`src/rtl/abd_pkg.sv`:
```
`default_nettype none
package abd_pkg;

   localparam int unsigned SAMPLE_W  = 16;
   localparam int unsigned INDEX_W   = 32;
   localparam int unsigned PCT_W     = 7;
   localparam int unsigned NEED_W    = SAMPLE_W + PCT_W;
   localparam int unsigned CSR_IDX_W = 2;
   localparam int unsigned CSR_DATA_W = 16;

   localparam logic [SAMPLE_W-1:0] JUMP_THR_RESET   = 16'd1200;
   localparam logic [SAMPLE_W-1:0] LEVEL_THR_RESET  = 16'd1005;
   localparam logic [SAMPLE_W-1:0] WINDOW_LEN_RESET = 16'd1600;
   localparam logic [PCT_W-1:0]    UPLOAD_PCT_RESET = 7'd50;

   typedef enum logic [CSR_IDX_W-1:0] {
      CSR_JUMP_THR   = 2'd0,
      CSR_LEVEL_THR  = 2'd1,
      CSR_WINDOW_LEN = 2'd2,
      CSR_UPLOAD_PCT = 2'd3
   } csr_index_type;

   // thresholds as seen by the datapath; need is upload_percent * window_length
   typedef struct packed {
      logic [SAMPLE_W-1:0] jump_thr;
      logic [SAMPLE_W-1:0] level_thr;
      logic [NEED_W-1:0]   need;
   } cfg_type;

   typedef struct packed {
      logic               marked;
      logic               upload;
      logic [INDEX_W-1:0] span_first;
      logic [INDEX_W-1:0] span_last;
   } result_type;

endpackage
`default_nettype wire

```
`src/rtl/abd_csr.sv`:
```
`default_nettype none
module abd_csr import abd_pkg::*; (
   input  wire logic                  clock,
   input  wire logic                  reset,
   input  wire logic                  csr_we,
   input  wire logic [CSR_IDX_W-1:0]  csr_index,
   input  wire logic [CSR_DATA_W-1:0] csr_wdata,
   output cfg_type                    cfg
);

   logic [SAMPLE_W-1:0] jump_ff, jump_in;
   logic [SAMPLE_W-1:0] level_ff, level_in;
   logic [SAMPLE_W-1:0] window_ff, window_in;
   logic [PCT_W-1:0]    pct_ff, pct_in;
   logic [NEED_W-1:0]   need_ff, need_in;

   always_comb begin
      jump_in   = jump_ff;
      level_in  = level_ff;
      window_in = window_ff;
      pct_in    = pct_ff;
      if (csr_we) begin
         unique case (csr_index_type'(csr_index))
            CSR_JUMP_THR:   jump_in   = csr_wdata;
            CSR_LEVEL_THR:  level_in  = csr_wdata;
            CSR_WINDOW_LEN: window_in = csr_wdata;
            CSR_UPLOAD_PCT: pct_in    = csr_wdata[PCT_W-1:0];
         endcase
      end
      // product is registered from the stored percent and window registers, behind the registers a write loads
      need_in = NEED_W'(pct_ff) * NEED_W'(window_ff);
   end

   always_ff @(posedge clock) begin
      if (reset) begin
         jump_ff   <= JUMP_THR_RESET;
         level_ff  <= LEVEL_THR_RESET;
         window_ff <= WINDOW_LEN_RESET;
         pct_ff    <= UPLOAD_PCT_RESET;
         need_ff   <= NEED_W'(UPLOAD_PCT_RESET) * NEED_W'(WINDOW_LEN_RESET);
      end else begin
         jump_ff   <= jump_in;
         level_ff  <= level_in;
         window_ff <= window_in;
         pct_ff    <= pct_in;
         need_ff   <= need_in;
      end
   end

   assign cfg.jump_thr  = jump_ff;
   assign cfg.level_thr = level_ff;
   assign cfg.need      = need_ff;

endmodule
`default_nettype wire

```
`config.mk`:
```
export PLATFORM = sky130hd
export DESIGN_NAME = abd_csr
export DESIGN_NICKNAME = d
export VERILOG_FILES = /design/src/rtl/abd_pkg.sv /design/src/rtl/abd_csr.sv
export SDC_FILE = /design/constraint.sdc
export NUM_CORES = 1
export LEC_CHECK = 0
export BUFFER_PORTS_ARGS = -buffer_cell sky130_fd_sc_hd__clkbuf_2
export CAP_MARGIN = 20
export CORE_MARGIN = 8
export CORE_UTILIZATION = 54
export CTS_CLUSTER_DIAMETER = 100
export CTS_CLUSTER_SIZE = 28
export DETAILED_ROUTE_END_ITERATION = 6
export GPL_TIMING_DRIVEN = 0
export PLACE_DENSITY = 0.78
export SYNTH_ARGS = -nofsm -noshare
export SYNTH_HDL_FRONTEND = slang
export SYNTH_SLANG_ARGS = --single-unit
```
`constraint.sdc`:
```
create_clock -name clock -period 4.8 [get_ports clock]
set_input_delay 0.72 -clock clock [delete_from_list [all_inputs] [get_ports clock]]
set_output_delay 0.72 -clock clock [all_outputs]
set_load 0.05 [all_outputs]
```
# After elaboration in Yosys (flattened, before gate mapping)
# Cells that the tools add are included.
# W data, S select, Z words.
op_classes:
  n_mul: 1
  n_eq_ne: 3
  reduce_logical: 5
ops:
  columns: ["op", "n"]
  rows:
  - ["$mul A7 B16 Y23", 1]
  - ["$reduce_and A2 Y1", 4]
  - ["$eq A2 B2 Y1 const B", 2]
  - ["$eq A2 B1 Y1 const B", 1]
  - ["$logic_not A2 Y1", 1]
word_totals:
  reg_bits: 78
  in_bits: 21
  out_inout_bits: 55
  word_cells: 14

# Longest topological paths before layout
# Gate-level depths: netlist (run 1).
depth:
  depth_word: 2
  mapped_depth: 17
  mapped_depth_nobuf: 16

# Worst setup path after synthesis (run 1)
# Ideal clock, no wire load.
synth_path:
  path_kind: "reg-to-reg"
  start: "register pct_ff[6]"
  end: "register need_ff[21]"
  setup_time_ps: 121
  arrival_ps: 4481
  slack_ps: 198
  stages_incl_launch_ff: 16
  path_buffers: 1
  synth_period_minus_slack_ps: 4602
  path_cell_list: "dfxtp_1 -> clkbuf_1 -> and2_1 -> fa_1 -> fa_1 -> fa_1 -> inv_1 -> fa_1 -> inv_1 -> ha_1 -> and4_2 -> and2_1 -> a221oi_2 -> a21oi_1 -> a311oi_1 -> mux2_2"
synth_between:
  elab_chain_cells: 1
synth_rtl:
  columns: ["item", "line", "source"]
  rows:
  - ["from (decl)", "abd_csr.sv:14", "logic [PCT_W-1:0] pct_ff, pct_in;"]
  - ["from (signal assigned)", "abd_csr.sv:45", "pct_ff <= pct_in;"]
  - ["$mul A7 B16 Y23", "abd_csr.sv:31", "need_in = NEED_W'(pct_ff) * NEED_W'(window_ff);"]
  - ["to (signal assigned)", "abd_csr.sv:40", "need_ff <= NEED_W'(UPLOAD_PCT_RESET) * NEED_W'(WINDOW_LEN_RESET);"]
  - ["to (signal assigned)", "abd_csr.sv:46", "need_ff <= need_in;"]
  - ["to (decl)", "abd_csr.sv:15", "logic [NEED_W-1:0] need_ff, need_in;"]
# Every way passes these cells.
# A chain may end at the register's enable or synchronous reset.

# Worst setup path in the final report (run 1)
layout_path:
  start: "register pct_ff[3]"
  end: "register need_ff[21]"
# The elaborated chain is that of the path after synthesis.

==> summary.md, run 1 <==
| Metric | Value |
|---|---|
| Max Cap Violations | `0` |
| Post-synth EDFFs | `0` |
| Rows | `39` |
| Routed len/inst | `16.2 µm` |
| Synth warnings | `0` |
| Worst endpoint required time | `5040 ps` |
| Via count | `5193` |
| Final min period | `4710 ps` |
| First-pass GRT wire length | `24600 µm` |
| Slew @ Worst Pin | `787 ps` |
| Sequential share of power | `0.354` |
| Worst slew margin | `0.474` |
| Die Y | `123 µm` |
| Setup TNS | `0 ps` |
| Maximum net fanout on the critical path | `10` |
| Clk sink count | `78` |
| Top cell type by total area after synthesis | `dfxtp_1` |
| Sw frac | `0.372` |
| Outcome | `finished, final reports clean` |
| Fin. Hold Viols | `0` |
| CTS root buffer | `clkbuf_16` |
| Global placement routability congestion | `0.917` |
| Worst-path clk slew | `70 ps` |
| Largest net degree at the start of global routing | `16` |
| Ys async rst share | `0` |
| Cells on worst reg2reg path | `15` |
| Clock share of power | `0.324` |
| Flip-flop and latch area | `1580 µm²` |
| Crit path cell chain | `buf_6, and2_1, fa_1, fa_1, fa_1, inv_1, fa_1, inv_1, ha_4, and4_2, and2_4, a221oi_2, a21oi_1, a311oi_1, mux2_2` |
| CTS tree | `yes` |
| Initial drt markers | `309` |
| Post-Synth Adder-Cell Area | `0.309` |
| Synthesized Nets | `841` |
| Mux contribution to synthesized area | `0.00897` |
| Io pins | `76` |
| Synth Area in Compound Gates | `0.0940` |
| Power per cell area | `287 nW/µm²` |
| Antenna Nets Post-Route | `0` |
| Synth area leaders | `dfxtp_1 (25%), fa_1 (23%), and2_1 (9.1%), nand2_1 (8.9%), ha_1 (8.4%)` |
| Area share of xor/xnor cells in the synthesized design | `0.0114` |
| Initial core utilization | `0.544` |
| Largest family of logic cells by synthesized area | `adder cells` |
| P_leak | `3.45 nW` |
| Die Span X | `123 µm` |
| CP Launch Type | `flop` |
| Bufs and invs on worst path | `3` |
| Top delay family on crit path | `adder cells` |
| GRT overflow | `0` |
| Slowest cell on crit path | `fa_1` |
| Mapped Cells | `710` |
| Critical Path Sink Type | `flop` |
| Stages on worst setup path | `15` |
| Share of the synthesized area in the top cell type | `0.254` |
| Final worst-path cycle share | `0.982` |
| Slew Limit Fails | `0` |
| Min-Delay Path Class | `reg -> reg` |
| Total power | `2.04 mW` |
| Synth Area in Simple Gates | `0.262` |
| All-layer global routing usage | `0.208` |
| Bufs on Longest Clock Path | `2` |
| Post-Route WL | `15400 µm` |
| Fin nets | `930` |
| Fmax | `212 MHz` |
| Worst hold stages | `2` |
| Sequential share of the synthesized area | `0.254` |
| Combinational share of power | `0.323` |
| DRC viols | `0` |
| VDD IR max | `245 µV` |
| Die area | `15000 µm²` |
| Vias in the first global route | `5259` |
| Mean area per synthesized cell | `8.64 µm²` |
| Area of the core | `11300 µm²` |
| Initial antenna violation count | `0` |
| DP HPWL | `12000 µm` |
| Synth Cell Area | `6140 µm²` |
| Commonest non-fill, non-tap cell in the layout | `nand2_1` |
| Area delta synth->final | `16.1%` |
| Vias per Instance | `5.48` |
| Post-CTS Hold Buffers | `0` |
| Worst Skew | `10.7 ps` |
| Synth cell types | `48` |
| CP arrival | `4960 ps` |
| Area of the multi-input gates | `4280 µm²` |
| Main synth FF type | `dfxtp_1` |
| Critical path's largest stage delay | `560 ps` |
| Synth Register Bits | `78` |
| Pint | `1.28 mW` |
| Fill cells | `954` |
| Setup violators final | `0` |
| TritonCTS buffer count | `9` |
| Worst skew pair latency | `350 ps` |
| Ant. Diodes | `0` |
| Pre-Repair DR Iteration Count | `5` |
| Net switching power | `0.759 mW` |
| Commonest non-fill, non-tap cells in the layout | `nand2_1 (146), and2_1 (88), clkbuf_2 (75)` |
| Most frequent CP cell | `fa_1` |
| PortBufs | `75` |
| CTS H-tree lvls | `3` |
| Ratio of cells with drive above 1 in the final layout | `0.170` |
| Crit Path Category | `reg -> reg` |
==> stage by stage <==
| stage | setup slack [ps] | utilization | cells | hold WS, ps | instance area (µm²) |
|---|---|---|---|---|---|
| floorplan | 198 | - | 710 | 462 | 6140 |
| global placement | -376 | 0.594 | 928 | 443 | 6690 |
| detailed placement | -435 | 0.594 | 928 | 452 | 6690 |
| CTS | 0.700 | 0.622 | 944 | 461 | 7010 |
| global route | -17.5 | 0.632 | 947 | 487 | 7120 |
| finish | 85.4 | 0.632 | 947 | 456 | 7120 |
==> synthesized netlist by cell type, types with 3 or more instances <==
| cell type | count |
|---|---|
| o21bai_1 | 4 |
| ha_1 | 41 |
| xor2_1 | 3 |
| a21o_1 | 7 |
| nand2_1 | 146 |
| a21oi_1 | 50 |
| nor2_1 | 22 |
| nand4_1 | 3 |
| nor3_1 | 8 |
| nor3b_1 | 3 |
| or2_2 | 3 |
| a211oi_1 | 4 |
| clkbuf_1 | 26 |
| o21ai_0 | 9 |
| inv_1 | 73 |
| and3_1 | 4 |
| dfxtp_1 | 78 |
| nand3b_1 | 18 |
| nor2b_1 | 9 |
| nand2b_1 | 5 |
| mux2_2 | 4 |
| o21a_1 | 4 |
| xnor2_1 | 5 |
| and2_1 | 89 |
| fa_1 | 69 |
==> timing repair <==
| item | 4_1_cts | 5_1_grt |
|---|---|---|
| setup buffers | 0 | 3 |
| pin swaps | 1 | 8 |
| gates resized for setup | 20 | 27 |
| endpoints found under the hold margin | 0 | 0 |
| setup endpoints to repair | 9 | 7 |
==> worst paths after layout <==
path,end,from,slack [ps]
setup / recovery,need_ff[21]$_SDFF_PP0_,pct_ff[3]$_SDFFE_PP0P_,90
hold / removal,level_ff[12]$_SDFFE_PP0P_,level_ff[12]$_SDFFE_PP0P_,460
setup reg to reg,need_ff[21]$_SDFF_PP0_,pct_ff[3]$_SDFFE_PP0P_,90
hold reg to reg,level_ff[12]$_SDFFE_PP0P_,level_ff[12]$_SDFFE_PP0P_,460
==> flip-flops by register name (all words and copies together), names as in the netlist <==
| signal | count |
|---|---|
| pct_ff | 7 |
| jump_ff | 16 |
| level_ff | 16 |
| window_ff | 16 |
| need_ff | 23 |
==> routing by layer <==
layer	wire (µm)	up-vias	share of wire	GRT usage
li1	-	2440	-	-
met1	6370	2584	0.41	0.255
met4	358	0	0.023	0.0769
met2	7800	146	0.51	0.356
met5	0	-	0	0
met3	837	23	0.054	0.0419
==> power by group through the flow <==
stage                     Combinational (mW)  Sequential [mW]  Clock [mW]
final                                  0.659            0.722       0.661
after global routing                   0.722            0.726       0.700
after CTS                              0.637            0.722       0.671
after detailed placement               0.623            0.736           0
after global placement                 0.605            0.734           0
after floorplan                        0.342            0.862           0
==> kinds of logic (layout without fill, tap and decap cells) <==
group | count (synthesis) | after routing
AOI/OAI and AO/OA | 91 | 91
buffers and inverters | 99 | 193
and+or+nand+nor | 319 | 319
muxes | 5 | 5
DFF | 78 | 78
adders and majority gates | 110 | 110
xor gates and xnor gates | 8 | 8
==> worst reg2reg max path: cells and delay by family, from the launching register on <==
family                   cells  cell delay [ps]
AO/OA/AOI/OAI                3              710
adder cells (fa/ha/maj)      5             2340
buffers and inverters        3              280
flip-flops                   1              370
multiplexers                 1              370
AND/OR/NAND/NOR              3              560
==> cell type report <==
type | count | area share
plain buffers | 26 | 0.0184
clock buffers | 9 | 0.0316
clock inverters | 7 | 0.00808
inverters | 73 | 0.0385
multi-input cells | 533 | 0.600
flip-flops and latches | 78 | 0.222
well taps | 143 | 0.0251
repair buffers | 78 | 0.0558
Note: power is estimated with default switching activity, not from simulation.
==> inputs of run 2 (changes only) <==
--- a/config.mk
+++ b/config.mk
@@ -7,13 +7,14 @@
 export LEC_CHECK = 0
 export BUFFER_PORTS_ARGS = -buffer_cell sky130_fd_sc_hd__clkbuf_2
 export CAP_MARGIN = 20
+export CELL_PAD_IN_SITES_DETAIL_PLACEMENT = 1
+export CELL_PAD_IN_SITES_GLOBAL_PLACEMENT = 1
 export CORE_MARGIN = 8
-export CORE_UTILIZATION = 54
+export CORE_UTILIZATION = 41
 export CTS_CLUSTER_DIAMETER = 100
 export CTS_CLUSTER_SIZE = 28
 export DETAILED_ROUTE_END_ITERATION = 6
-export GPL_TIMING_DRIVEN = 0
-export PLACE_DENSITY = 0.78
+export PLACE_DENSITY_LB_ADDON = 0.1
 export SYNTH_ARGS = -nofsm -noshare
 export SYNTH_HDL_FRONTEND = slang
 export SYNTH_SLANG_ARGS = --single-unit
==> run 2 against run 1 <==
Against the previous run:
- routed wire length grew 5.1%
- highest routed layer unchanged
- clock power decreased by 3%
- critical path type unchanged
- clock-buffer cell count unchanged
==> summary.md, run 2 (same netlist as run 1, synthesis figures left out) <==
| Metric | Value |
|---|---|
| Routed len/inst | `16.5 µm` |
| Fill cells | `1764` |
| Fmax | `217 MHz` |
| Launch point of the worst path | `pct_ff[1]$_SDFFE_PP1P_` |
| Fin Hold WS | `456 ps` |
| Antenna Nets Post-Route | `0` |
| CP arrival | `4850 ps` |
| Initial antenna violation count | `0` |
| Commonest non-fill, non-tap cell in the layout | `nand2_1` |
| Worst slew margin | `0.516` |
| Final worst-path cycle share | `0.962` |
| Ant. Diodes | `0` |
| Final min period | `4620 ps` |
| Power per cell area | `285 nW/µm²` |
| Post-CTS Hold Buffers | `0` |
| Die area | `19100 µm²` |
| Max reg flops | `23` |
| Global placement routability congestion | `0.840` |
| Hold Crit Start | `level_ff[13]$_SDFFE_PP0P_` |
| DP HPWL | `12900 µm` |
| Slew @ Worst Pin | `727 ps` |
| Maximum net fanout on the critical path | `13` |
| Setup violators final | `0` |
| Worst endpoint required time | `5030 ps` |
| TritonCTS buffer count | `9` |
| Initial core utilization | `0.421` |
| CTS root buffer | `clkbuf_16` |
| Fin nets | `922` |
| All-layer global routing usage | `0.172` |
| Clk sink count | `78` |
| P_leak | `3.48 nW` |
| Post-Place Cells | `962` |
| PortBufs | `75` |
| Area of the core | `14600 µm²` |
| Worst Skew | `5.45 ps` |
| Io pins | `76` |
| Area delta synth->final | `16.1%` |
| Post-Route WL | `16200 µm` |
| Cell area after placement | `6790 µm²` |
| CTS H-tree lvls | `3` |
| Die Span X | `138 µm` |
| VDD IR max | `188 µV` |
| Ratio of cells with drive above 1 in the final layout | `0.181` |
| Worst skew pair latency | `340 ps` |
| CP Launch Type | `flop` |
| Setup TNS | `0 ps` |
| Via count | `5042` |
| First-pass GRT wire length | `27400 µm` |
| Fin. Hold Viols | `0` |
| Outcome | `finished, final reports clean` |
| Bufs on Longest Clock Path | `2` |
| Largest reg by FF count | `need_ff` |
| R2R Path Start | `pct_ff[1]$_SDFFE_PP1P_` |
| Vias per Instance | `5.15` |
| Rows | `44` |
| CTS tree | `yes` |
| Initial drt markers | `175` |
| Min-Delay Path Class | `reg -> reg` |
| Worst-path clk slew | `70 ps` |
| DRC viols | `0` |
| Largest net degree at the start of global routing | `53` |
| Commonest non-fill, non-tap cells in the layout | `nand2_1 (146), and2_1 (89), clkbuf_2 (75)` |
| Pre-Repair DR Iteration Count | `4` |
| Slew Limit Fails | `0` |
| Crit Path Category | `reg -> reg` |
| Die Y | `138 µm` |
| Final Cell Area | `7120 µm²` |
| Setup bufs post-CTS | `0` |
| RSZ-0062 raised after global routing | `yes` |
| Max Cap Violations | `0` |
| Fin cells | `979` |
| Vias in the first global route | `5449` |
| GRT overflow | `0` |
| Critical Path Sink Type | `flop` |
[run 2: layout make-up]
type	count	area, µm²	area share
clock inverter	6	38.8	0.00544
multi-input combinational	533	4240	0.595
clock buffer	9	225	0.0316
timing repair buffer	96	537	0.0753
inverter	73	274	0.0385
sequential	78	1580	0.222
tap	184	230	0.0323
[run 2: final timing paths]
path                            depth (start not counted)                        end  slack (ps)
worst max register to register                         14     need_ff[21]$_SDFF_PP0_         180
worst max-delay path                                   14     need_ff[21]$_SDFF_PP0_         180
worst min register to register                          2  level_ff[13]$_SDFFE_PP0P_         460
worst min-delay path                                    2  level_ff[13]$_SDFFE_PP0P_         460
[run 2: what timing repair did]
item                                    CTS  global route
endpoints found under the setup margin    1             5
resized for setup                        10            10
pin swaps                                 0             2
[run 2: per-layer routing]
layer  vias to the layer above  part of all wire  routed length (µm)  GRT usage
met5                         -                 0                   0          0
met4                         0             0.011                 176     0.0481
met3                        11             0.031                 502     0.0295
met2                        58              0.52                8340      0.301
met1                      2555              0.44                7130      0.212
li1                       2418                 -                   -          -
[run 2: power breakdown]
part	internal, mW	switching, mW
Combinational	0.242	0.421
Clock	0.347	0.295
Sequential	0.693	0.0305
Total	1.28	0.747
[run 2: metrics by stage]
step | utilization | worst slack (ps) | power, mW
2_1_floorplan | - | 198 | 1.20
3_3_place_gp | 0.465 | 55.2 | 1.37
3_5_place_dp | 0.465 | -70.4 | 1.39
4_1_cts | 0.484 | 10.6 | 2.04
5_1_grt | 0.488 | -19.1 | 2.15
6_report | 0.488 | 183 | 2.03
[run 2: worst max-delay path: stages, from the launching register on]
cell and delay (ps):
dfxtp_2 390, and2_1 180, fa_1 530, inv_1 50, fa_1 560, fa_1 440, fa_1 500, inv_1 40
ha_1 360, and4_2 280, and2_1 170, a221oi_2 290, a21oi_1 120, a311oi_1 250, mux2_2 360
==> inputs of run 3 (changes only) <==
--- a/config.mk
+++ b/config.mk
@@ -10,11 +10,12 @@
 export CELL_PAD_IN_SITES_DETAIL_PLACEMENT = 1
 export CELL_PAD_IN_SITES_GLOBAL_PLACEMENT = 1
 export CORE_MARGIN = 8
-export CORE_UTILIZATION = 41
+export CORE_UTILIZATION = 48
 export CTS_CLUSTER_DIAMETER = 100
 export CTS_CLUSTER_SIZE = 28
 export DETAILED_ROUTE_END_ITERATION = 6
 export PLACE_DENSITY_LB_ADDON = 0.1
+export SLEW_MARGIN = 5
 export SYNTH_ARGS = -nofsm -noshare
 export SYNTH_HDL_FRONTEND = slang
 export SYNTH_SLANG_ARGS = --single-unit
==> constraint.sdc (replaced) <==
create_clock -name clock -period 5.82 [get_ports clock]
set_input_delay 0.873 -clock clock [delete_from_list [all_inputs] [get_ports clock]]
set_output_delay 0.873 -clock clock [all_outputs]
set_load 0.05 [all_outputs]
==> run 3 against run 2 <==
Against the previous run:
- worst hold slack improved by 2.3 ps
- clock power fell by 13%
- critical endpoint unchanged
- critical path type unchanged
- combinational power fell by 22%
- sequential cell count did not move
- highest routed layer unchanged
- critical path depth did not move
- routed wire length rose by 0.77%
- sequential share of layout area rose by 0.28 points
- setup slack improved by 600 ps
- largest power group unchanged
- clock-buffer cell count rose by 3
- utilization rose by 6.4 points
- first-iteration DRC count rose by 37%
==> summary.md, run 3 (same netlist as run 1, synthesis figures left out) <==
| Metric | Value |
|---|---|
| RSZ-0062 raised after global routing | `no` |
| Pre-Repair DR Iteration Count | `4` |
| Vias in the first global route | `5485` |
| Worst endpoint required time | `6060 ps` |
| Worst slew margin | `0.408` |
| Net switching power | `0.611 mW` |
| Power per cell area | `241 nW/µm²` |
| CP Launch Type | `flop` |
| All-layer global routing usage | `0.207` |
| Crit path cell chain | `and2_1, fa_1, fa_1, fa_1, inv_1, fa_1, inv_1, ha_1, and4_2, and2_1, a221oi_2, a21oi_1, a311oi_1, mux2_2` |
| Min-Delay Path Class | `reg -> reg` |
| Cts repair resizes | `0` |
| Crit Path Category | `reg -> reg` |
| CP arrival | `5270 ps` |
| Routed len/inst | `17.1 µm` |
| Initial core utilization | `0.488` |
| Area delta synth->final | `13.2%` |
| CTS H-tree lvls | `3` |
| VDD IR max | `139 µV` |
| Combinational share of power | `0.308` |
| Ratio of cells with drive above 1 in the final layout | `0.144` |
| DP HPWL | `12700 µm` |
| Slew Limit Fails | `0` |
| Bufs and invs on worst path | `2` |
| Area of the core | `12600 µm²` |
| Setup violators final | `0` |
| Post-CTS Hold Buffers | `0` |
| Pint | `1.06 mW` |
| Ant. Diodes | `0` |
| P_leak | `3.40 nW` |
| Largest reg by FF count | `need_ff` |
| Initial antenna violation count | `0` |
| Most frequent CP cell | `fa_1` |
| Setup bufs post-CTS | `0` |
| Outcome | `finished, final reports clean` |
| Critical Path Sink Type | `flop` |
| GRT overflow | `0` |
| Total power | `1.67 mW` |
| Worst skew pair latency | `350 ps` |
| Largest net degree at the start of global routing | `86` |
| Final worst-path cycle share | `0.865` |
| Worst Skew | `6.58 ps` |
| Setup TNS | `0 ps` |
| Bufs on Longest Clock Path | `2` |
| TritonCTS buffer count | `9` |
| Fin. Hold Viols | `0` |
| Die Y | `129 µm` |
| Fin nets | `905` |
| DRC viols | `0` |
| CTS root buffer | `clkbuf_16` |
| PortBufs | `75` |
| Commonest non-fill, non-tap cell in the layout | `nand2_1` |
| Clk sink count | `78` |
| Vias per Instance | `5.25` |
| Fill cells | `1546` |
| Top delay family on crit path | `adder cells` |
| Fmax | `199 MHz` |
| Global placement routability congestion | `0.884` |
| Slowest cell on crit path | `dfxtp_1` |
| Die area | `16700 µm²` |
| Antenna Nets Post-Route | `0` |
| Sw frac | `0.366` |
| CTS tree | `yes` |
| Slew @ Worst Pin | `886 ps` |
| Critical path's largest stage delay | `710 ps` |
| Worst-path clk slew | `60 ps` |
| Max Cap Violations | `0` |
| Max reg flops | `23` |
| Post-Route WL | `16300 µm` |
| Commonest non-fill, non-tap cells in the layout | `nand2_1 (146), and2_1 (89), dfxtp_1 (78)` |
| Sequential share of power | `0.360` |
| Die Span X | `129 µm` |
| Maximum net fanout on the critical path | `17` |
| Rows | `41` |
| Initial drt markers | `240` |
| Final min period | `5040 ps` |
| Via count | `4995` |
| Clock share of power | `0.332` |
| Io pins | `76` |
| First-pass GRT wire length | `27400 µm` |
-- run 3: cell count changes in the layout (fill, tap and decap cells not counted), moves of 2 or more --
cell,previous run,this run
buf_4,20,3
dfxtp_1,66,78
dfxtp_2,10,0
ha_1,38,41
clkbuf_8,0,2
clkinv_2,3,1
dfxtp_4,2,0
ha_4,2,0
o21ai_0,7,9
o21ai_1,2,0
-- run 3: metal layers --
layer,GRT usage,wire (µm),vias up
met5,0,0,-
met4,0.0774,339,0
met3,0.0271,443,22
met2,0.361,8310,69
met1,0.256,7180,2515
li1,-,-,2389
-- run 3: final timing paths --
| path | startpoint | endpoint | slack [ps] | cells after the start |
|---|---|---|---|---|
| max | pct_ff[6]$_SDFFE_PP0P_ | need_ff[21]$_SDFF_PP0_ | 780 | 14 |
| min | level_ff[11]$_SDFFE_PP0P_ | level_ff[11]$_SDFFE_PP0P_ | 460 | 2 |
| max reg2reg | pct_ff[6]$_SDFFE_PP0P_ | need_ff[21]$_SDFF_PP0_ | 780 | 14 |
| min reg2reg | level_ff[11]$_SDFFE_PP0P_ | level_ff[11]$_SDFFE_PP0P_ | 460 | 2 |
-- run 3: cell type report --
type                       count  area, µm²  share of cell area
clock buffer                  12        256              0.0369
tap                          172        215              0.0310
multi-input combinational    533       4200               0.605
timing repair buffer          79        409              0.0589
inverter                      73        274              0.0394
clock inverter                 4       28.8             0.00414
sequential                    78       1560               0.225
-- run 3: power by group through the flow --
stage          registers, mW  logic, mW  clock network, mW
3_3_place_gp           0.611      0.497                  0
2_1_floorplan          0.711      0.282                  0
3_5_place_dp           0.613      0.515                  0
4_1_cts                0.602      0.520              0.569
6_report               0.601      0.515              0.556
5_1_grt                0.606      0.571              0.590
-- run 3: worst reg2reg max path, cell delays in order (launching register included) --
cell and delay [ps]:
dfxtp_1 710, and2_1 250, fa_1 440, fa_1 520, fa_1 540, inv_1 60, fa_1 530, inv_1 40
ha_1 370, and4_2 270, and2_1 170, a221oi_2 260, a21oi_1 120, a311oi_1 280, mux2_2 370
-- run 3: through the flow --
stage / instance area (µm²) / setup WS (ps) / hold slack [ps] / instances / utilization
2_1_floorplan: 6140 / 1220 / 462 / 710 / -
3_3_place_gp: 6640 / 869 / 444 / 933 / 0.529
3_5_place_dp: 6640 / 804 / 456 / 933 / 0.529
4_1_cts: 6930 / 779 / 459 / 949 / 0.551
5_1_grt: 6950 / 532 / 478 / 951 / 0.553
6_report: 6950 / 784 / 458 / 951 / 0.553
