## config.mk

```make
export PLATFORM = sky130hd
export DESIGN_NAME = abd_core
export DESIGN_NICKNAME = d
export VERILOG_FILES = /design/src/rtl/abd_pkg.sv /design/src/rtl/abd_core.sv
export SDC_FILE = /design/constraint.sdc
export NUM_CORES = 1
export LEC_CHECK = 0
export BUFFER_PORTS_ARGS = -buffer_cell sky130_fd_sc_hd__buf_2
export CAP_MARGIN = 20
export CORE_MARGIN = 8
export CORE_UTILIZATION = 45
export CTS_CLUSTER_SIZE = 28
export DETAILED_ROUTE_END_ITERATION = 10
export GPL_ROUTABILITY_DRIVEN = 0
export PLACE_DENSITY = 0.64
export SYNTH_ARGS = -nofsm -noshare
export SYNTH_HDL_FRONTEND = slang
export SYNTH_SLANG_ARGS = --single-unit
export TNS_END_PERCENT = 1
```

## constraint.sdc

```tcl
create_clock -name clock -period 14.31 [get_ports clock]
set_input_delay 1.431 -clock clock [delete_from_list [all_inputs] [get_ports clock]]
set_output_delay 1.431 -clock clock [all_outputs]
set_load 0.01 [all_outputs]
```

## src/rtl/abd_pkg.sv

```systemverilog
`default_nettype none
package abd_pkg;

   localparam int unsigned SAMPLE_W  = 16;
   localparam int unsigned INDEX_W   = 32;
   localparam int unsigned PCT_W     = 7;
   localparam int unsigned NEED_W    = SAMPLE_W + PCT_W;
   localparam int unsigned CSR_IDX_W = 2;
   localparam int unsigned CSR_DATA_W = 16;

   localparam logic [SAMPLE_W-1:0] JUMP_THR_RESET   = 16'd1200;
   localparam logic [SAMPLE_W-1:0] LEVEL_THR_RESET  = 16'd1005;
   localparam logic [SAMPLE_W-1:0] WINDOW_LEN_RESET = 16'd1600;
   localparam logic [PCT_W-1:0]    UPLOAD_PCT_RESET = 7'd50;

   typedef enum logic [CSR_IDX_W-1:0] {
      CSR_JUMP_THR   = 2'd0,
      CSR_LEVEL_THR  = 2'd1,
      CSR_WINDOW_LEN = 2'd2,
      CSR_UPLOAD_PCT = 2'd3
   } csr_index_type;

   // thresholds as seen by the datapath; need is upload_percent * window_length
   typedef struct packed {
      logic [SAMPLE_W-1:0] jump_thr;
      logic [SAMPLE_W-1:0] level_thr;
      logic [NEED_W-1:0]   need;
   } cfg_type;

   typedef struct packed {
      logic               marked;
      logic               upload;
      logic [INDEX_W-1:0] span_first;
      logic [INDEX_W-1:0] span_last;
   } result_type;

endpackage
`default_nettype wire

```

## src/rtl/abd_core.sv

```systemverilog
`default_nettype none
module abd_core import abd_pkg::*; #(
   parameter int unsigned MAX_MARKS = 54
) (
   input  wire logic                clock,
   input  wire logic                reset,
   input  wire cfg_type             cfg,
   input  wire logic                load,
   input  wire logic [SAMPLE_W-1:0] sample,
   input  wire logic                step,
   output result_type               result
);

   localparam int unsigned CNT_W = $clog2(MAX_MARKS + 1);
   localparam int unsigned REL_W = INDEX_W + 1;
   localparam int unsigned PROD_W = REL_W + 7;

   logic [SAMPLE_W-1:0] sample_ff;
   logic [SAMPLE_W-1:0] prev_ff;
   logic [INDEX_W-1:0]  ctr_ff;
   logic [CNT_W-1:0]    cnt_ff, cnt_in;
   logic [INDEX_W-1:0]  first_ff, first_in;
   logic [INDEX_W-1:0]  last_ff, last_in;
   result_type          result_ff, result_in;

   logic [SAMPLE_W-1:0] jump;
   logic                mark;
   logic [CNT_W-1:0]    cnt_mark;
   logic [INDEX_W-1:0]  span;
   logic [REL_W-1:0]    relevant;
   logic [PROD_W-1:0]   rel_x100;
   logic                upload;

   always_comb begin
      jump = (sample_ff > prev_ff) ? (sample_ff - prev_ff) : (prev_ff - sample_ff);
      mark = (jump >= cfg.jump_thr) &&
             ((prev_ff >= cfg.level_thr) || (sample_ff >= cfg.level_thr));

      first_in = (mark && (cnt_ff == '0)) ? ctr_ff : first_ff;
      last_in  = mark ? ctr_ff : last_ff;
      cnt_mark = mark ? cnt_ff + CNT_W'(1) : cnt_ff;

      span     = last_in - first_in;
      relevant = {1'b0, span} + REL_W'(cnt_mark) - REL_W'(1);
      // times 100 as 64 + 32 + 4
      rel_x100 = PROD_W'({relevant, 6'b0}) + PROD_W'({relevant, 5'b0}) +
                 PROD_W'({relevant, 2'b0});
      upload   = (cnt_mark >= CNT_W'(2)) && (rel_x100 >= PROD_W'(cfg.need));

      cnt_in = cnt_mark;
      if (upload || (cnt_mark >= CNT_W'(MAX_MARKS))) begin
         cnt_in = '0;
      end

      result_in.marked     = mark;
      result_in.upload     = upload;
      result_in.span_first = upload ? first_in : '0;
      result_in.span_last  = upload ? last_in : '0;
   end

   always_ff @(posedge clock) begin
      if (reset) begin
         prev_ff <= '0;
         ctr_ff  <= '0;
         cnt_ff  <= '0;
      end else if (step) begin
         prev_ff <= sample_ff;
         ctr_ff  <= ctr_ff + INDEX_W'(1);
         cnt_ff  <= cnt_in;
      end
   end

   always_ff @(posedge clock) begin
      if (load) begin
         sample_ff <= sample;
      end
      if (step) begin
         first_ff  <= first_in;
         last_ff   <= last_in;
         result_ff <= result_in;
      end
   end

   assign result = result_ff;

   a_cnt_below_max: assert property (@(posedge clock) disable iff (reset)
      cnt_ff < CNT_W'(MAX_MARKS))
      else $error("mark count reached its limit without clearing");

   a_upload_clears: assert property (@(posedge clock) disable iff (reset)
      (step && upload) |=> (cnt_ff == '0))
      else $error("marks not cleared after upload");

   a_ctr_advance: assert property (@(posedge clock) disable iff (reset)
      step |=> (ctr_ff == $past(ctr_ff) + INDEX_W'(1)))
      else $error("sample index did not advance by one");

endmodule
`default_nettype wire

```

=== Yosys cells after proc, flatten, opt, wreduce, memory -nomap -nowiden ===
Cells that the tools add are included.

* Flip-flop bits (word level): 200
* Latch bits: 0
* Bits in writable memories: 0
* Memory bits (read-only): 0
* Input bits: 75
* Word-level logic and storage cells: 37
* Memories kept: 0

* $add $sub $neg: 9
* $mul: 0
* Divide/modulo/power cells: 0
* Magnitude comparators: 7
* Eq/ne operators: 0
* Shift-type cells: 0
* Multiplexer cells: 5
* Bitwise operators: 0
* Reductions and logical operators: 6

{| class="wikitable"
|+ Operator list
! cell !! number
|-
| $mux 32 || 2
|-
| $ge 16x16->1 || 3
|-
| $add 39x38->40 || 1
|-
| $add 40x35->40 || 1
|-
| $ge 40x23->1 || 1
|-
| $add 32x6->33 || 1
|-
| $sub 33x1->33 const B || 1
|-
| $add 32x1->32 const B || 1
|-
| $sub 16x16->16 || 2
|-
| $sub 32x32->32 || 1
|-
| $gt 16x16->1 || 1
|-
| $mux 16 || 1
|-
| $mux 6 || 2
|-
| $add 6x1->6 const B || 1
|-
| $ge 6x2->1 const B || 1
|-
| $ge 6x6->1 const B || 1
|-
| $logic_not 6->1 || 1
|-
| $logic_and 1x1->1 || 3
|-
| $logic_or 1x1->1 || 2
|}

=== Longest topological paths before layout ===
Gate-level depths: netlist of run 1.

* Depth in word-level cells: 15
* Mapped depth: 70
* Depth with buffers taken out: 66

=== Worst setup path before layout of run 1 ===
Ideal clock, no wire load.

* Path type: reg-to-reg
* From: reg sample_ff[12]
* To: reg result_ff (netlist bit result[36]), data pin
* Library setup time: 262 ps
* Arrival: 12887 ps
* Required time: 14048 ps
* Path slack: 1161 ps
* Stages on the path, launching flop included: 68
* Period minus slack after synthesis: 13149 ps
* Cell sequence: edfxtp_1 > inv_1 > ha_1 > clkbuf_1 > nand4_1 > or2_2 > or2_2 > o22ai_1 > buf_1 > clkbuf_1 > a311oi_1 > a21oi_1 > xor2_1 > ha_1 > a21o_1 > a21o_1 > a211oi_1 > o21ai_0 > (+32 left out) > o21ai_0 > nor3_1 > a21oi_1 > nand3_1 > nand2_1 > xor2_1 > ha_1 > a21o_1 > a221oi_1 > o211ai_1 > a311o_1 > nor4_1 > nand4_1 > nor4_2 > or2_2 > buf_2 > buf_2 > nor2_1

{| class="wikitable"
|+ RTL lines
! item !! line !! text
|-
| start: declaration || abd_core.sv:18 || <nowiki>logic [SAMPLE_W-1:0] sample_ff;</nowiki>
|-
| start signal: assignment || abd_core.sv:75 || <nowiki>sample_ff <= sample;</nowiki>
|-
| $sub 16x16->16 / $gt 16x16->1 (equally long branches) || abd_core.sv:35 || <nowiki>jump = (sample_ff > prev_ff) ? (sample_ff - prev_ff) : (prev_ff - sample_ff);</nowiki>
|-
| $mux 16 || abd_core.sv:35 ||
|-
| $ge 16x16->1 || abd_core.sv:36 || <nowiki>mark = (jump >= cfg.jump_thr) &&</nowiki>
|-
| $logic_and 1x1->1 (*) || abd_core.sv:36 ||
|-
| $mux 32 (*) || abd_core.sv:40 || <nowiki>last_in = mark ? ctr_ff : last_ff;</nowiki>
|-
| net last_in[1] || abd_core.sv:23 || <nowiki>logic [INDEX_W-1:0] last_ff, last_in;</nowiki>
|-
| $sub 32x32->32 (*) || abd_core.sv:43 || <nowiki>span = last_in - first_in;</nowiki>
|-
| $add 32x6->33 (*) || abd_core.sv:44 || <nowiki>relevant = {1'b0, span} + REL_W'(cnt_mark) - REL_W'(1);</nowiki>
|-
| $sub 33x1->33 (*) || abd_core.sv:44 ||
|-
| $add 39x38->40 || abd_core.sv:46 || <nowiki>rel_x100 = PROD_W'({relevant, 6'b0}) + PROD_W'({relevant, 5'b0}) +</nowiki>
|-
| $add 40x35->40 (*) || abd_core.sv:46 ||
|-
| $ge 40x23->1 (*) || abd_core.sv:48 || <nowiki>upload = (cnt_mark >= CNT_W'(2)) && (rel_x100 >= PROD_W'(cfg.need));</nowiki>
|-
| $logic_and 1x1->1 (*) || abd_core.sv:48 ||
|-
| end signal: assignment || abd_core.sv:80 || <nowiki>result_ff <= result_in;</nowiki>
|-
| end: declaration || abd_core.sv:24 || <nowiki>result_type result_ff, result_in;</nowiki>
|}

The timed path passes the listed nets; every way through them passes the cells marked *.
A chain may end at the register's enable or synchronous reset.

=== Worst setup path after layout of run 1 ===
* From: reg sample_ff[0]
* To: reg result_ff (netlist bit result[63]), data pin

* Longest elaborated chain between the ends: 13

{| class="wikitable"
|+ Ends and longest elaborated chain
! item !! line !! text
|-
| $sub 16x16->16 / $gt 16x16->1 (equally long branches) || abd_core.sv:35 ||
|-
| $mux 16 || abd_core.sv:35 ||
|-
| $ge 16x16->1 || abd_core.sv:36 ||
|-
| $logic_and 1x1->1 (*) || abd_core.sv:36 ||
|-
| $logic_and 1x1->1 || abd_core.sv:39 || <nowiki>first_in = (mark && (cnt_ff == '0)) ? ctr_ff : first_ff;</nowiki>
|-
| $mux 32 || abd_core.sv:39 ||
|-
| $sub 32x32->32 || abd_core.sv:43 ||
|-
| $add 32x6->33 || abd_core.sv:44 ||
|-
| $sub 33x1->33 || abd_core.sv:44 ||
|-
| $add 39x38->40 || abd_core.sv:46 ||
|-
| $add 40x35->40 || abd_core.sv:46 ||
|-
| $ge 40x23->1 || abd_core.sv:48 ||
|-
| $logic_and 1x1->1 || abd_core.sv:48 ||
|}

Every way passes the cells marked *; elsewhere a longest branch is shown, timed or not.

==> qor.csv, run 1 <==
metric,value,unit
outcome,completed,
CP max-delay cell,fa_1,
Worst setup startpoint,sample_ff[0],
fmax,74.1,MHz
Clock Skew,0.0135,ns
Reg-to-Reg End,result[63],
Layout area overhead,11.9,%
CTS Buf Count,17,
synth top area cells,"edfxtp_1 (25%), ha_1 (16%), dfxtp_1 (6.2%)",
first-pass GRT wire length,67.7,mm
DRC Markers,0,
xor-xnor portion of the synthesized cell area,0.0651,
Buffers on Ports,140,
Hold Path Class,flip-flop to flip-flop,
Antenna Cells,0,
Initial Util,0.456,
H-tree depth,4,
"commonest non-fill, non-tap cell in the layout",inv_1,
num rows,72,
post-synth top area share,0.250,
CP top delay family,compound AO/OA/AOI/OAI gates,
RR Startpoint,sample_ff[0],
vias in the first global route,13400,
Critical Path RT,14.52,ns
Die X,214,um
Post-DRT Antenna Nets,0,
share of cells above drive strength 1,0.120,
largest family of logic cells by synthesized area,compound AO/OA/AOI/OAI gates,
Routed WL,42.5,mm
syn_nets,2291,
initial antenna violation count,0,
cts hold-fix bufs,0,
Ys Warns,0,
cells after synthesis,1976,
"Top FF cell, synth",edfxtp_1,
latest clock arrival within the worst-skew pair,0.45,ns
area fraction in compound gates after synthesis,0.184,
Final Max Slew Viols,0,
min Tclk post-route,13.50,ns
worst-path fanout max,46,
Max Cap Viol,0,
CP Launch Type,flip-flop,
CP Class,flip-flop to flip-flop,
Max stage delay on crit path,0.58,ns
worst setup path endpoint,result[63],
clock slew at reported path FFs,0.08,ns
First-pass DRT Iterations,5,
Root Buffer,clkbuf_16,
largest area contributor in the netlist,edfxtp_1,
initial drt markers,888,
Post-Synth Simple-Gate Area,0.155,
Placed Cells,2579,
Mapped Area,0.0176,mm^2
via-per-instance ratio,5.46,
WP data arrival,13.71,ns
vias,14300,
Netlist cell types,89,
pin count of the biggest net entering global routing,69,
cell mode on critical path,a21oi_1,
final setup fails,0,
Critical path buffers and inverters,7,
CTS tree,built,
Ports,141,
Clock Sinks,200,
Reg2Reg Depth,62,
"setup slack, reg-to-reg",0.81,ns
core area,0.0386,mm^2
slew margin rel.,0.348,
"commonest cells after routing, fill and taps aside","inv_1 (232), ha_1 (217), nand2_1 (179), nor2_1 (149), edfxtp_1 (146)",
grt ovf,0,
final hold vios,0,
Die Y,214,um
Overall Global Routing Usage,0.181,
CP Capture Type,flip-flop,
drt wl/cell,16.2,um
register area share after synthesis,0.311,
mux cell area share after synthesis,0.0398,
final period utilization,0.943,
die area,0.0456,mm^2
fillers,3653,
worst-margin pin slew,0.976,ns
Critical Path Stages,62,
Adder-Cell Fraction of Synth Area,0.180,
"FFs w/ async S/R, synth",0,
clock buffer depth,2,
"EDFF count, synth",146,
Post-Syn Area per Cell,8.89,um^2
"flops & latches, synth",200,
nets@finish,2406,
Post-Layout Cell Count,2622,
hpwl dp,32.7,mm
-- metrics by stage --
| stage | setup WS, ns | utilization | area (um^2) | TNS (ns) | hold slack (ns) |
|---|---|---|---|---|---|
| floorplan | 1.16 | - | 17600 | 0 | 0.458 |
| global placement | 0.250 | 0.486 | 18800 | 0 | 0.468 |
| detailed placement | -0.311 | 0.486 | 18800 | -18.63 | 0.482 |
| CTS | 0.108 | 0.503 | 19400 | 0 | 0.492 |
| global route | -0.0122 | 0.510 | 19700 | -0.0305 | 0.535 |
| finish | 0.810 | 0.510 | 19700 | 0 | 0.497 |
-- flip-flops by register name (all words and copies together) (netlist names) --
| register | count |
|---|---|
| cnt_ff | 6 |
| ctr_ff | 32 |
| prev_ff | 16 |
| last_ff | 32 |
| result | 66 |
| sample_ff | 16 |
| first_ff | 32 |
-- cells by family after synthesis --
| group | Yosys count |
|---|---|
| AND/OR/NAND/NOR | 569 |
| AO/OA/AOI/OAI | 476 |
| buffers and inverters | 298 |
| adder cells (fa/ha/maj) | 240 |
| flip-flops | 200 |
| XOR/XNOR | 124 |
| multiplexers | 69 |
-- cells in the mapped netlist, drive strengths merged, types with 16 or more instances --
| master | count |
|---|---|
| fa | 22 |
| a21o | 86 |
| o21bai | 21 |
| nand3 | 36 |
| nand2 | 180 |
| a21oi | 128 |
| nor2b | 49 |
| or3 | 16 |
| nor2 | 150 |
| inv | 232 |
| ha | 218 |
| xor2 | 56 |
| dfxtp | 54 |
| a211oi | 17 |
| clkbuf | 51 |
| mux2i | 62 |
| nand4 | 29 |
| edfxtp | 146 |
| o21ai | 82 |
| nor3 | 28 |
| xnor2 | 66 |
| nand2b | 18 |
-- final cells by class --
class	count	area, um^2	share of cell area
Inverter	234	882	0.0449
Multi-Input combinational cell	1478	11100	0.566
Timing Repair Buffer	160	931	0.0474
Clock buffer	17	425	0.0216
Clock inverter	15	171	0.00872
Sequential cell	200	5470	0.278
Tap cell	518	648	0.0330
-- metal layers --
metal / track usage / share of wire / up-vias
li1: - / - / 7225
met1: 0.262 / 0.50 / 6717
met2: 0.284 / 0.44 / 320
met3: 0.0199 / 0.041 / 50
met4: 0.0494 / 0.017 / 0
met5: 0 / 0 / -
-- worst min-delay path, delay by kind of cell, from the launching register on --
kind | cells | cell delay (ns)
flops | 1 | 0.32
compound gates | 2 | 0.13
-- how the worst min path moves through the flow --
stage | startpoint | end | slack [ns] | cells past startpoint
2_1_floorplan | ctr_ff[8] | ctr_ff[8] | 0.46 | 2
3_3_place_gp | ctr_ff[8] | ctr_ff[8] | 0.47 | 2
3_5_place_dp | ctr_ff[8] | ctr_ff[8] | 0.48 | 2
4_1_cts | ctr_ff[8] | ctr_ff[8] | 0.49 | 2
5_1_grt | ctr_ff[8] | ctr_ff[8] | 0.54 | 2
6_report | ctr_ff[8] | ctr_ff[8] | 0.50 | 2
-- what timing repair did --
item | in CTS | in global routing
setup buffers | 3 | 5
resized for setup | 1 | 38
cloned | 0 | 3
pin swaps | 1 | 3
setup endpoints to repair | 68 | 71
Power of run 1 is not shown: default switching activity piles up to over one toggle a cycle in this logic, so the estimate is an artifact.
==> run 2, diff against run 1 <==
- clock period: 14.31 -> 13.35 ns (I/O delays scaled with it)
==> qor.csv, run 2 (synthesis results as in run 1) <==
metric,value,unit,change
core area,0.0386,mm^2,unchanged
Ports,141,,unchanged
CP Capture Type,flip-flop,,
Die X,214,um,unchanged
share of cells above drive strength 1,0.147,,+0.0272
Max Cap Viol,0,,unchanged
via-per-instance ratio,5.49,,+0.64%
outcome,completed,,
final period utilization,0.962,,+0.0182
first-pass GRT wire length,70.8,mm,+4.7%
DRC Markers,0,,unchanged
cell mode on critical path,ha_1,,
Critical Path RT,13.52,ns,-1.00 ns
CP Class,flip-flop to flip-flop,,
Hold Path Class,flip-flop to flip-flop,,
hpwl dp,33.7,mm,+3.0%
die area,0.0456,mm^2,unchanged
First-pass DRT Iterations,5,,unchanged
initial antenna violation count,0,,unchanged
slew margin rel.,0.369,,+0.0212
CP Launch Type,flip-flop,,
fmax,77.9,MHz,+5.2%
Buffers on Ports,140,,unchanged
WP data arrival,13.01,ns,-0.70 ns
Overall Global Routing Usage,0.189,,+0.00772
grt ovf,0,,unchanged
setup slack at placement,-0.178,ns,+0.133 ns
Post-DRT Antenna Nets,0,,unchanged
final instance area,0.0200,mm^2,+1.9%
Max stage delay on crit path,0.49,ns,-0.09 ns
final setup fails,0,,unchanged
num rows,72,,unchanged
Root Buffer,clkbuf_16,,
Clock Sinks,200,,unchanged
worst-margin pin slew,0.934,ns,-0.0418 ns
Die Y,214,um,unchanged
initial drt markers,1002,,+13%
CTS Buf Count,17,,unchanged
"commonest non-fill, non-tap cell in the layout",inv_1,,
vias in the first global route,13900,,+3.8%
"commonest cells after routing, fill and taps aside","inv_1 (231), ha_1 (212), nand2_1 (178), nor2_1 (148), edfxtp_1 (146)",,
CTS tree,built,,
Layout area overhead,14.0,%,
Final WS setup,0.512,ns,-0.298 ns
Final Max Slew Viols,0,,unchanged
Clock Skew,0.0137,ns,+0.000162 ns
cts hold-fix bufs,0,,unchanged
pin count of the biggest net entering global routing,59,,-14%
final hold vios,0,,unchanged
placed instance area,0.0190,mm^2,+1.4%
H-tree depth,4,,unchanged
worst-path fanout max,31,,-33%
fillers,3675,,+0.60%
Initial Util,0.456,,unchanged
latest clock arrival within the worst-skew pair,0.45,ns,about the same
CP max-delay cell,fa_1,,
Antenna Cells,0,,unchanged
Largest register FFs,66,,unchanged
min Tclk post-route,12.84,ns,-0.662 ns
vias,14600,,+2.1%
clock slew at reported path FFs,0.07,ns,about the same
Routed WL,44.0,mm,+3.5%
clock buffer depth,2,,unchanged
drt wl/cell,16.5,um,+2.0%
nets@finish,2445,,+1.6%
==> run 2: cell types whose count changed in the layout (fill, tap and decap cells not counted), sizes merged <==
| cell | before | now |
|---|---|---|
| clkinv | 6 | 5 |
| clkbuf | 20 | 23 |
| clkinvlp | 4 | 2 |
| buf | 157 | 197 |
| bufinv | 2 | 1 |
==> run 2: final timing paths <==
path                              startpoint          to  slack [ns]  cells after the start
worst min register to register     ctr_ff[8]   ctr_ff[8]        0.51                      2
worst min-delay path               ctr_ff[8]   ctr_ff[8]        0.51                      2
worst max-delay path            sample_ff[0]  result[51]        0.51                     58
worst max register to register  sample_ff[0]  result[51]        0.51                     58
==> run 2: timing repair <==
action / CTS / global route
setup buffers: 0 / 11
resized for setup: 6 / 66
gates cloned: 0 / 4
pin swaps: 0 / 11
setup endpoints to repair: 70 / 71
==> run 2: per-layer routing <==
| layer | up-vias | global-route usage | part of all wire |
|---|---|---|---|
| met5 | - | 0 | 0 |
| met4 | 0 | 0.0470 | 0.013 |
| met3 | 28 | 0.0229 | 0.053 |
| met2 | 398 | 0.287 | 0.44 |
| met1 | 6884 | 0.280 | 0.49 |
| li1 | 7308 | - | - |
==> run 2: stage by stage <==
step | setup TNS, ns | utilization | hold slack (ns) | cells
3_3_place_gp | 0 | 0.493 | 0.467 | 2614
2_1_floorplan | 0 | - | 0.458 | 1976
6_report | 0 | 0.519 | 0.506 | 2661
4_1_cts | 0 | 0.509 | 0.503 | 2646
3_5_place_dp | -9.55 | 0.493 | 0.493 | 2614
5_1_grt | -0.908 | 0.519 | 0.544 | 2661
==> run 2: critical path: cells and delay by family, from the launching register on <==
| kind | cells | cell delay [ns] |
|---|---|---|
| simple gates | 12 | 2.21 |
| mux | 1 | 0.20 |
| flops | 1 | 0.42 |
| xor+xnor | 4 | 0.64 |
| fa+ha+maj | 8 | 2.75 |
| compound gates | 25 | 5.14 |
| buf+inv | 8 | 1.17 |
==> run 2: area by class of cell <==
class	instances	area, um^2	share of cell area
Timing Repair Buffer	199	1240	0.0622
Clock buffer	21	460	0.0230
Multi-Input combinational cell	1478	11200	0.560
Inverter	234	878	0.0439
Sequential cell	200	5470	0.273
Tap cell	518	648	0.0324
Clock inverter	11	115	0.00575
Power of run 2 is left out for the same reason.
==> run 3, diff against run 2 <==
- BUFFER_PORTS_ARGS: -buffer_cell sky130_fd_sc_hd__buf_2 -> -buffer_cell sky130_fd_sc_hd__buf_4
==> qor.csv, run 3 (synthesis results as in run 1) <==
metric,value,unit,change
Worst setup startpoint,sample_ff[0],,
core area,0.0386,mm^2,unchanged
Critical path buffers and inverters,9,,+1
Root Buffer,clkbuf_16,,
Hold EP,ctr_ff[8],,
Overall Global Routing Usage,0.186,,-0.00233
Buffers on Ports,140,,unchanged
Reg2Reg Depth,64,,+10%
Die Y,214,um,unchanged
worst-path fanout max,10,,-68%
"commonest cells after routing, fill and taps aside","inv_1 (231), ha_1 (211), buf_4 (180), nand2_1 (179), nor2_1 (148)",,
initial antenna violation count,0,,unchanged
CP max-delay cell,fa_2,,
Max Cap Viol,0,,unchanged
initial drt markers,921,,-8.1%
CP Class,flip-flop to flip-flop,,
grt ovf,0,,unchanged
slew margin rel.,0.386,,+0.0173
CTS tree,built,,
Hold Crit Start,ctr_ff[8],,
clock slew at reported path FFs,0.08,ns,about the same
share of cells above drive strength 1,0.150,,+0.00294
vias in the first global route,13700,,-1.2%
CP Launch Type,flip-flop,,
Largest register FFs,66,,unchanged
CP Capture Type,flip-flop,,
Layout area overhead,16.8,%,
FF/Latch Area,0.00547,mm^2,unchanged
Max stage delay on crit path,0.51,ns,+0.02 ns
"commonest non-fill, non-tap cell in the layout",inv_1,,
Reg-to-Reg End,result[42],,
vias,14500,,-1.1%
Post-DRT Antenna Nets,0,,unchanged
Ports,141,,unchanged
clock buffer depth,2,,unchanged
Critical Path Stages,64,,+10%
via-per-instance ratio,5.44,,-1.0%
drt wl/cell,16.9,um,+2.2%
pin count of the biggest net entering global routing,64,,+8.5%
CP top delay family,compound AO/OA/AOI/OAI gates,,
fmax,78.8,MHz,+1.1%
final setup fails,0,,unchanged
Routed WL,44.9,mm,+2.1%
Critical Path RT,13.54,ns,+0.02 ns
Final Max Slew Viols,0,,unchanged
WP data arrival,12.89,ns,-0.12 ns
latest clock arrival within the worst-skew pair,0.44,ns,about the same
fillers,3551,,-3.4%
final period utilization,0.951,,-0.0107
Die X,214,um,unchanged
first-pass GRT wire length,70.0,mm,-1.2%
Hold Path Class,flip-flop to flip-flop,,
RR Startpoint,sample_ff[0],,
final hold vios,0,,unchanged
First-pass DRT Iterations,5,,unchanged
depth of the worst hold-timing path,2,,unchanged
num rows,72,,unchanged
Clock Sinks,200,,unchanged
Clock Skew,0.0137,ns,+0.0000551 ns
DRC Markers,0,,unchanged
Initial Util,0.456,,unchanged
hpwl dp,33.4,mm,-0.88%
Antenna Cells,0,,unchanged
Multi-input gate area,0.0113,mm^2,+1.0%
outcome,completed,,
min Tclk post-route,12.70,ns,-0.143 ns
worst-margin pin slew,0.909,ns,-0.0256 ns
cell mode on critical path,a21oi_2,,
"setup slack, reg-to-reg",0.65,ns,+0.14 ns
H-tree depth,4,,unchanged
CTS Buf Count,17,,unchanged
final hold slack,0.505,ns,-0.000743 ns
die area,0.0456,mm^2,unchanged
nets@finish,2443,,-0.082%
==> run 3: routing by layer <==
metal | global-route usage | wire (um)
met2 | 0.295 | 20100
met4 | 0.0343 | 318
met1 | 0.275 | 22500
met3 | 0.0180 | 1890
met5 | 0 | 0
==> run 3: timing repair <==
item / in CTS / in global routing
pin swaps: 1 / 17
endpoints found under the setup margin: 68 / 71
setup buffers: 0 / 9
hold buffers: 0 / 0
cloned: 1 / 9
hold endpoints to repair: 0 / 0
resized for setup: 7 / 76
==> run 3: area by class of cell <==
type | instances | share of cell area
clock inverters | 13 | 0.00659
repair buffers | 196 | 0.0794
clock buffers | 19 | 0.0211
flip-flops and latches | 200 | 0.266
inverters | 234 | 0.0428
multi-input cells | 1479 | 0.552
well taps | 518 | 0.0316
==> run 3: worst reg2reg max path: cells and delay by family, from the launching register on <==
kind	cells	cell delay, ns
AOI/OAI and AO/OA	29	5.18
xor gates and xnor gates	3	0.35
adders and majority gates	11	3.47
buffers and inverters	9	1.00
DFF	1	0.41
muxes	2	0.49
and+or+nand+nor	10	1.57
==> run 3: worst max-delay path by stage <==
stage | end
CTS | result[55]
finish | result[42]
floorplan | result[36]
global route | result[42]
detailed placement | result[10]
global placement | result[18]
==> run 3: metrics by stage <==
| step | TNS, ns | std cells | instance area (um^2) | utilization | setup slack (ns) |
|---|---|---|---|---|---|
| floorplan | 0 | 1976 | 17600 | - | 0.201 |
| global placement | 0 | 2608 | 19300 | 0.501 | 0.195 |
| detailed placement | -7.34 | 2608 | 19300 | 0.501 | -0.137 |
| CTS | 0 | 2641 | 20000 | 0.518 | 0.0729 |
| global route | -7.89 | 2659 | 20500 | 0.532 | -0.140 |
| finish | 0 | 2659 | 20500 | 0.532 | 0.655 |
Power of run 3 is left out for the same reason.
